File: config.mk
export PLATFORM = sky130hd
export DESIGN_NAME = touch_drag_to_mouse_steps
export DESIGN_NICKNAME = d
export VERILOG_FILES = /design/src/rtl/tdms_pkg.sv /design/src/rtl/touch_drag_to_mouse_steps.sv
export SDC_FILE = /design/constraint.sdc
export NUM_CORES = 1
export LEC_CHECK = 0
export ABC_CLOCK_PERIOD_IN_PS = 5600
export BUFFER_PORTS_ARGS = -buffer_cell sky130_fd_sc_hd__buf_4
export CAP_MARGIN = 30
export CORE_UTILIZATION = 50
export CTS_BUF_LIST = sky130_fd_sc_hd__clkbuf_16
export CTS_CLUSTER_SIZE = 25
export DETAILED_ROUTE_END_ITERATION = 7
export HOLD_SLACK_MARGIN = 0.05
export PLACE_DENSITY = 0.68
export SETUP_SLACK_MARGIN = 0.05
export SKIP_LAST_GASP = 1
export SLEW_MARGIN = 20
export SYNTH_ARGS = -nofsm -noshare
export SYNTH_HDL_FRONTEND = slang
export SYNTH_SLANG_ARGS = --single-unit
export TNS_END_PERCENT = 20
File: constraint.sdc
create_clock -name clock -period 5.6 [get_ports clock]
set_clock_uncertainty 0.15 [all_clocks]
set_input_delay 0.56 -clock clock [delete_from_list [all_inputs] [get_ports clock]]
set_output_delay 0.56 -clock clock [all_outputs]
set_load 0.02 [all_outputs]
File: src/rtl/tdms_pkg.sv
// Package for the touch drag to mouse step converter.
// Holds field widths, action codes, step limits and the default coordinate width.
// No dependencies.
package tdms_pkg;

   localparam int TOUCH_BITS       = 9;
   localparam int COORD_BITS_DEF   = 9;
   localparam int STEP_BITS        = 6;
   localparam int THRESH           = 10;
   localparam int STEP_MAX         = 20;

   typedef enum logic [1:0] {
      ACT_PRESS   = 2'd0,
      ACT_DRAG    = 2'd1,
      ACT_RELEASE = 2'd2,
      ACT_CLICK   = 2'd3
   } action_type;

   typedef enum logic {
      KIND_MOVE  = 1'b0,
      KIND_CLICK = 1'b1
   } report_kind_type;

endpackage

File: src/rtl/touch_drag_to_mouse_steps.sv
// Touch drag to relative mouse step converter, top level; depends on tdms_pkg.
// A click goes through ST_EMIT to the output register; a drag goes through ST_SUMX, ST_SUMY
// and ST_EMIT before its first step. req_ready is high only in ST_IDLE, so a new touch item
// waits until the last is done. A drag gives N <= 52 steps, one step a cycle while rsp_ready is high.
// Reset: synchronous, active high; HID mode on, no stored point, residuals zero.
module touch_drag_to_mouse_steps import tdms_pkg::*; #(
   parameter int COORD_BITS = COORD_BITS_DEF
) (
   input  logic                        clock,
   input  logic                        reset,
   input  logic                        csr_wr_en,
   input  logic                        csr_wr_data,
   input  logic                        req_valid,
   output logic                        req_ready,
   input  logic [1:0]                  req_action,
   input  logic [TOUCH_BITS-1:0]       req_touch_x,
   input  logic [TOUCH_BITS-1:0]       req_touch_y,
   output logic                        rsp_valid,
   input  logic                        rsp_ready,
   output logic                        rsp_report_kind,
   output logic signed [STEP_BITS-1:0] rsp_move_x,
   output logic signed [STEP_BITS-1:0] rsp_move_y,
   output logic                        rsp_last_of_run
);

   localparam int RES_BITS = COORD_BITS + 3;

   typedef enum logic [3:0] {
      ST_IDLE = 4'b0001,
      ST_SUMX = 4'b0010,
      ST_SUMY = 4'b0100,
      ST_EMIT = 4'b1000
   } state_type;

   function automatic logic signed [STEP_BITS-1:0] clamp_step(
      input logic signed [RES_BITS-1:0] v);
      logic signed [RES_BITS-1:0] lim;
      lim = RES_BITS'(STEP_MAX);
      if (v > lim) begin
         return STEP_BITS'(STEP_MAX);
      end else if (v < -lim) begin
         return STEP_BITS'(-STEP_MAX);
      end
      return v[STEP_BITS-1:0];
   endfunction

   function automatic logic over_thresh(input logic signed [RES_BITS-1:0] v);
      logic signed [RES_BITS-1:0] thr;
      thr = RES_BITS'(THRESH);
      return (v >= thr) || (v <= -thr);
   endfunction

   state_type                   state_ff, state_in;
   logic                        hid_ff, hid_in;
   logic                        point_valid_ff, point_valid_in;
   logic [COORD_BITS-1:0]       prev_x_ff, prev_x_in, prev_y_ff, prev_y_in;
   logic [COORD_BITS-1:0]       cur_x_ff, cur_x_in, cur_y_ff, cur_y_in;
   logic signed [RES_BITS-1:0]  res_x_ff, res_x_in, res_y_ff, res_y_in;
   logic                        click_ff, click_in;
   logic                        rsp_valid_ff, rsp_valid_in;
   logic                        kind_ff, kind_in;
   logic signed [STEP_BITS-1:0] mx_ff, mx_in, my_ff, my_in;
   logic                        last_ff, last_in;

   logic                        accept;
   logic                        slot_free;
   action_type                  act;
   logic [COORD_BITS-1:0]       in_x, in_y;

   // shared accumulate unit: res + 2 * (cur - prev)
   logic [COORD_BITS-1:0]       op_cur, op_prev;
   logic signed [RES_BITS-1:0]  op_res;
   logic signed [COORD_BITS:0]  diff;
   logic signed [RES_BITS-1:0]  acc_sum;

   logic signed [STEP_BITS-1:0] step_x, step_y;
   logic signed [RES_BITS-1:0]  left_x, left_y;

   assign req_ready = (state_ff == ST_IDLE);
   assign accept    = req_valid && req_ready;
   assign slot_free = !rsp_valid_ff || rsp_ready;
   assign act       = action_type'(req_action);
   assign in_x      = req_touch_x[COORD_BITS-1:0];
   assign in_y      = req_touch_y[COORD_BITS-1:0];

   assign op_cur  = (state_ff == ST_SUMX) ? cur_x_ff  : cur_y_ff;
   assign op_prev = (state_ff == ST_SUMX) ? prev_x_ff : prev_y_ff;
   assign op_res  = (state_ff == ST_SUMX) ? res_x_ff  : res_y_ff;
   assign diff    = $signed({1'b0, op_cur}) - $signed({1'b0, op_prev});
   assign acc_sum = op_res + (RES_BITS'(diff) <<< 1);

   assign step_x = clamp_step(res_x_ff);
   assign step_y = clamp_step(res_y_ff);
   assign left_x = res_x_ff - RES_BITS'(step_x);
   assign left_y = res_y_ff - RES_BITS'(step_y);

   always_comb begin
      state_in       = state_ff;
      hid_in         = hid_ff;
      point_valid_in = point_valid_ff;
      prev_x_in      = prev_x_ff;
      prev_y_in      = prev_y_ff;
      cur_x_in       = cur_x_ff;
      cur_y_in       = cur_y_ff;
      res_x_in       = res_x_ff;
      res_y_in       = res_y_ff;
      click_in       = click_ff;
      rsp_valid_in   = rsp_valid_ff && !rsp_ready;
      kind_in        = kind_ff;
      mx_in          = mx_ff;
      my_in          = my_ff;
      last_in        = last_ff;

      if (csr_wr_en) begin
         hid_in = csr_wr_data;
      end

      unique case (state_ff)
         ST_IDLE: begin
            if (accept && hid_ff) begin
               unique case (act)
                  ACT_PRESS: begin
                     prev_x_in      = in_x;
                     prev_y_in      = in_y;
                     point_valid_in = 1'b1;
                     res_x_in       = '0;
                     res_y_in       = '0;
                  end
                  ACT_DRAG: begin
                     if (!point_valid_ff) begin
                        prev_x_in      = in_x;
                        prev_y_in      = in_y;
                        point_valid_in = 1'b1;
                     end else begin
                        cur_x_in = in_x;
                        cur_y_in = in_y;
                        click_in = 1'b0;
                        state_in = ST_SUMX;
                     end
                  end
                  ACT_RELEASE: begin
                     point_valid_in = 1'b0;
                     prev_x_in      = '0;
                     prev_y_in      = '0;
                     res_x_in       = '0;
                     res_y_in       = '0;
                  end
                  ACT_CLICK: begin
                     click_in = 1'b1;
                     state_in = ST_EMIT;
                  end
                  default: ;
               endcase
            end
         end
         ST_SUMX: begin
            res_x_in  = acc_sum;
            prev_x_in = cur_x_ff;
            state_in  = ST_SUMY;
         end
         ST_SUMY: begin
            res_y_in  = acc_sum;
            prev_y_in = cur_y_ff;
            state_in  = ST_EMIT;
         end
         ST_EMIT: begin
            if (click_ff) begin
               if (slot_free) begin
                  rsp_valid_in = 1'b1;
                  kind_in      = KIND_CLICK;
                  mx_in        = '0;
                  my_in        = '0;
                  last_in      = 1'b1;
                  state_in     = ST_IDLE;
               end
            end else if (!over_thresh(res_x_ff) && !over_thresh(res_y_ff)) begin
               state_in = ST_IDLE;
            end else if (slot_free) begin
               rsp_valid_in = 1'b1;
               kind_in      = KIND_MOVE;
               mx_in        = step_x;
               my_in        = step_y;
               res_x_in     = left_x;
               res_y_in     = left_y;
               last_in      = !(over_thresh(left_x) || over_thresh(left_y));
               if (last_in) begin
                  state_in = ST_IDLE;
               end
            end
         end
         default: state_in = ST_IDLE;
      endcase
   end

   always_ff @(posedge clock) begin
      if (reset) begin
         state_ff       <= ST_IDLE;
         hid_ff         <= 1'b1;
         point_valid_ff <= 1'b0;
         prev_x_ff      <= '0;
         prev_y_ff      <= '0;
         res_x_ff       <= '0;
         res_y_ff       <= '0;
         click_ff       <= 1'b0;
         rsp_valid_ff   <= 1'b0;
      end else begin
         state_ff       <= state_in;
         hid_ff         <= hid_in;
         point_valid_ff <= point_valid_in;
         prev_x_ff      <= prev_x_in;
         prev_y_ff      <= prev_y_in;
         res_x_ff       <= res_x_in;
         res_y_ff       <= res_y_in;
         click_ff       <= click_in;
         rsp_valid_ff   <= rsp_valid_in;
      end
   end

   always_ff @(posedge clock) begin
      cur_x_ff <= cur_x_in;
      cur_y_ff <= cur_y_in;
      kind_ff  <= kind_in;
      mx_ff    <= mx_in;
      my_ff    <= my_in;
      last_ff  <= last_in;
   end

   assign rsp_valid       = rsp_valid_ff;
   assign rsp_report_kind = kind_ff;
   assign rsp_move_x      = mx_ff;
   assign rsp_move_y      = my_ff;
   assign rsp_last_of_run = last_ff;

endmodule

[Word level (Yosys, flattened, before mapping)]
Cells that the tools add are included.
Operators by class
  equal/unequal tests: 21
  reduce and logical (&&, ||, !) cells: 33
  muxes and demuxes: 61
  add/subtract/negate cells: 4
  magnitude comparators: 12
Operators by type and width (number)
  two-way mux 12 bit: 9
  two-way mux 6 bit: 13
  case mux 12 bit (3 select lines): 2
  two-way mux 9 bit: 6
  case mux 9 bit (3 select lines): 2
  greater-or-equal comparator 12 x 5 -> 1 bit (second input constant): 4
  less-or-equal comparator 12 x 5 -> 1 bit (second input constant): 4
  case mux 9 bit (2 select lines): 2
  two-way mux 4 bit: 7
  greater-than comparator 12 x 6 -> 1 bit (second input constant): 2
  less-than comparator 12 x 6 -> 1 bit (second input constant): 2
  subtractor 12 x 6 -> 12 bit: 2
  AND reduction 6 bit: 3
  two-way mux 1 bit: 16
  case mux 4 bit (4 select lines): 1
  AND reduction 4 bit: 4
  adder 12 x 11 -> 12 bit: 1
  != test 2 bit (second input constant): 6
  != test 3 bit (second input constant): 4
  subtractor 9 x 9 -> 10 bit: 1
  case mux 4 bit (2 select lines): 1
  nonzero test 2 bit: 4
  logical OR 1 bit: 6
  AND reduction 3 bit: 2
  other kinds (16): 27
Storage, ports and cells
  word-level logic and storage cells: 146
  flip-flop bits (word level): 82
  bits of input ports: 26
  output and inout port bits: 16

[Depth between registers and ports, before layout]
  word-level depth: 13
  gate-level depth with buffers: 25
  gate-level depth less buffers: 23

[Worst setup path after synthesis]
OpenSTA, ideal clock, no wires.
  path kind: reg-to-reg
  from: register state_ff[3]
  to: register res_x_ff[11]
  setup slack: 0.651 ns
  setup time: 0.134 ns
  stages on the path, launching flop included: 20
  path buffers: 2
  required time: 5.316 ns
  period minus slack after synthesis: 4.949 ns
  arrival: 4.665 ns
  path through: dfxtp_1 -> nor4b_2 -> clkbuf_1 -> clkbuf_1 -> nand2_1 -> nand2_1 -> ha_1 -> inv_1 -> fa_1 -> fa_1 -> a21o_1 -> a21oi_1 -> o21bai_1 -> a21oi_1 -> o21ai_0 -> a2111oi_0 -> nor3_1 -> xor2_1 -> a211oi_1 -> a211oi_1
On the way
  longest elaborated chain between the ends: 5
  elaborated cells between the ends (all ways): 18
  those cells by class: add/sub (2); eq/ne (8); mux (4); reduce/logical (4)
RTL lines
  start: declaration: line touch_drag_to_mouse_steps.sv:53  | state_type state_ff, state_in;
  start signal: assignment: line touch_drag_to_mouse_steps.sv:207  | state_ff <= state_in;
  == test 4 x 2 -> 1 bit or == test 4 x 1 -> 1 bit (tied branches)
  two-way mux 9 bit (tied with other cells): line touch_drag_to_mouse_steps.sv:86  | assign op_cur = (state_ff == ST_SUMX) ? cur_x_ff : cur_y_ff;
  subtractor 9 x 9 -> 10 bit or logical AND 1 bit (tied branches): line touch_drag_to_mouse_steps.sv:89, touch_drag_to_mouse_steps.sv:120
  adder 12 x 11 -> 12 bit or != test 2 x 1 -> 1 bit (tied branches)
  case mux 12 bit (3 select lines) or AND reduction 6 bit (tied branches)
  end signal: assignment: line touch_drag_to_mouse_steps.sv:212  | res_x_ff <= res_x_in;
  end: declaration: line touch_drag_to_mouse_steps.sv:58  | logic signed [RES_BITS-1:0] res_x_ff, res_x_in, res_y_ff, res_y_in;
Several ways; a longest one is shown, not always the timed one.
A chain may end at the register's enable or synchronous reset.

[Worst setup path in the final report]
  from: register state_ff[1]
  to: register res_x_ff[11]
The elaborated chain is that of the path after synthesis.

==> out/metrics.cfg <==
[timing]
fmax_ghz=0.206
maxSlewViolCount=0
relSlewSlack_pct=46.3
fin_crit_sh_pct=86.5
tightest_slew_ns=0.803
fin_tns_setup_ns=0
worst_slack_ns=0.754
hold_violations=0
setup_viol=0
min_period_ns=4.85
rsz0062_at_grt=no

[synthesis]
avgSynthCellArea_sq_um=8.42
yosysTopAreaCell=dfxtp_1
ys_ff_latch=82
synthCells=706
synthTopCellsByCount=nand2_1, nor2_1, dfxtp_1
synth_area_leaders=dfxtp_1, edfxtp_1, ha_1
yosysSeqAreaShare_pct=33.0
ys_async_sr_fraction_pct=0
yosysWarnings=0
synth_edf_count=32
synth_area_sq_um=5940
synth_top_area_share_pct=16.8
synth_top_flop_cell=dfxtp_1
ys_types=72
yosysMostFrequentCell=nand2_1

[global_routing]
grt_pass1_wl_microns=25600
grt_pass1_vias=5227
antenna_found_initial=0
grt_use_total_pct=25.7
gr-total-overflow=0
grt_max_degree=48

[worst_setup_path]
crit_start=state_ff[1]
required_ns=5.66
r2r-start=state_ff[1]
critPathArrivalTime_ns=4.91
setup.reg_to_reg.worst_slack_ns=0.75
crit_path_end_kind=register
endpoint=res_x_ff[11]
start_kind=register
timing.rr.end=res_x_ff[11]
reg2reg_depth=15
critical_path_class=register to register
path_max_fanout=33

[route]
avgViaCountPerCell=6.32
topRoutingLayerUsed=met4
antenna_left=0
wl_met3_microns=929
wirelength_microns=15300
num_vias=5568
drt_first_pass_iters=7
dr.first_iter.drc_count=389
routedWlPerCell_microns=17.4
drc=8
wl_met2_microns=7180
wl_met1_microns=6800

[clocking]
clkTransAtPathRegs_ns=0.07
cts_buffers=9
cts_root_buf=clkbuf_16
h-tree-depth=3
ctsHoldBuffers=0
postCtsSetupBuffers=0
cts_tree=built
cts.sinks=82
clockBufferDepth=2
clkLatencyLatePin_ns=0.35
cts_resized=0

[floorplanning]
dieArea_sq_um=12300
core.rowCount=39
core_sq_um=11500
start_util_pct=51.6
dieWidth_microns=111
ioPinCount=42
fp.dieH_microns=111

[finish]
antenna_cells=0
drive_above_1_share_pct=10.8
final_area_sq_um=6730
area.growth.synth_to_final_pct=13.3
fin_nets=800

[placement]
place.gp.congestion=0.923
io_buffer_count=41
hpwl_microns=11200
pre_cts_slack_ns=0.883
dpl_cell_area_sq_um=6370

[power]
p_per_area_nw_per_um2=476
ir_drop_mv=0.309
power_leakage_nw=2.77

[hold_path]
hold_class=primary input to register
hold_depth=1

[flow_run]
cap_violations=0

[status]
outcome=finished, violations left
violations=DRC

-- worst min-delay path by stage --
stage	end	startpoint	slack, ns
floorplan	rsp_report_kind	click_ff	0.30
global placement	point_valid_ff	point_valid_ff	0.33
detailed placement	prev_x_ff[2]	prev_x_ff[2]	0.34
CTS	cur_y_ff[0]	req_touch_y[0]	0.23
global route	cur_y_ff[1]	req_touch_y[1]	0.24
finish	cur_y_ff[0]	req_touch_y[0]	0.24
-- cell families after synthesis --
kind of cell,Yosys count,share of synthesized area (%)
compound gates,197,23.4
xor+xnor,33,4.86
fa+ha+maj,41,8.89
buf+inv,52,3.47
flops,82,33.0
mux,23,3.87
other cells,2,0.126
simple gates,276,22.4
-- worst max-delay path, stage by stage, from the launching register on --
cell,delay (ns)
dfxtp_1,0.48
nor4b_4,0.27
buf_4,0.40
mux2i_1,0.34
fa_1,0.51
fa_1,0.48
a21o_1,0.19
a21oi_1,0.24
o21bai_1,0.09
a21oi_1,0.21
o21ai_0,0.19
a2111oi_0,0.50
nor3_1,0.12
xor2_1,0.18
a211oi_1,0.27
a211oi_1,0.08
-- per-stage QoR --
stage / total power, mW / util [%] / instances / hold WS [ns]
after floorplan: 2.07 / - / 707 / 0.302
after global placement: 2.46 / 55.2 / 863 / 0.331
after detailed placement: 2.47 / 55.4 / 865 / 0.342
after CTS: 3.18 / 58.4 / 881 / 0.235
after global routing: 3.42 / 58.5 / 881 / 0.236
final: 3.21 / 58.5 / 881 / 0.244
-- registers in the layout (all words and copies together), names as in the netlist --
register	cells
rsp_last_of_run	1
res_y_ff	12
cur_y_ff	9
cur_x_ff	9
res_x_ff	12
hid_ff	1
rsp_report_kind	1
point_valid_ff	1
click_ff	1
state_ff	4
rsp_move_y	6
rsp_valid	1
prev_y_ff	9
rsp_move_x	6
prev_x_ff	9
-- layout by cell type, fill, tap and decap left out, types with 5 or more instances in the layout --
master	count
o22ai_1	14
a21o_1	17
nand3_1	22
a211oi_1	23
nor2b_1	12
buf_4	49
ha_1	39
edfxtp_1	32
inv_1	17
a311oi_1	10
nand2_1	93
o21a_1	5
a221oi_1	8
o21ai_0	25
and4_1	5
nand3b_1	6
and3_1	6
a31oi_1	5
dfxtp_1	50
a21oi_1	36
nor2_1	74
clkbuf_16	9
a22oi_1	11
mux2i_1	23
xnor2_1	21
xor2_1	12
nor3_1	20
-- routing by layer --
layer | track usage [%] | vias up
li1 | - | 2702
met1 | 33.6 | 2640
met2 | 41.2 | 197
met3 | 5.03 | 29
met4 | 11.4 | 0
met5 | 0 | -
-- where the power goes --
group	total (mW)	internal [mW]	switching (mW)
logic	1.73	0.685	1.04
registers	0.783	0.690	0.0922
clock network	0.694	0.440	0.254
total	3.21	1.82	1.39
-- area by class of cell --
class,count,area [sq um]
inverter,18,67.6
clock inverter,7,124
sequential,82,1960
multi-input combinational,573,3810
timing repair buffer,49,368
clock buffer,9,225
fill,1038,4780
tap,143,179
Note: power is estimated with default switching activity, not from simulation.
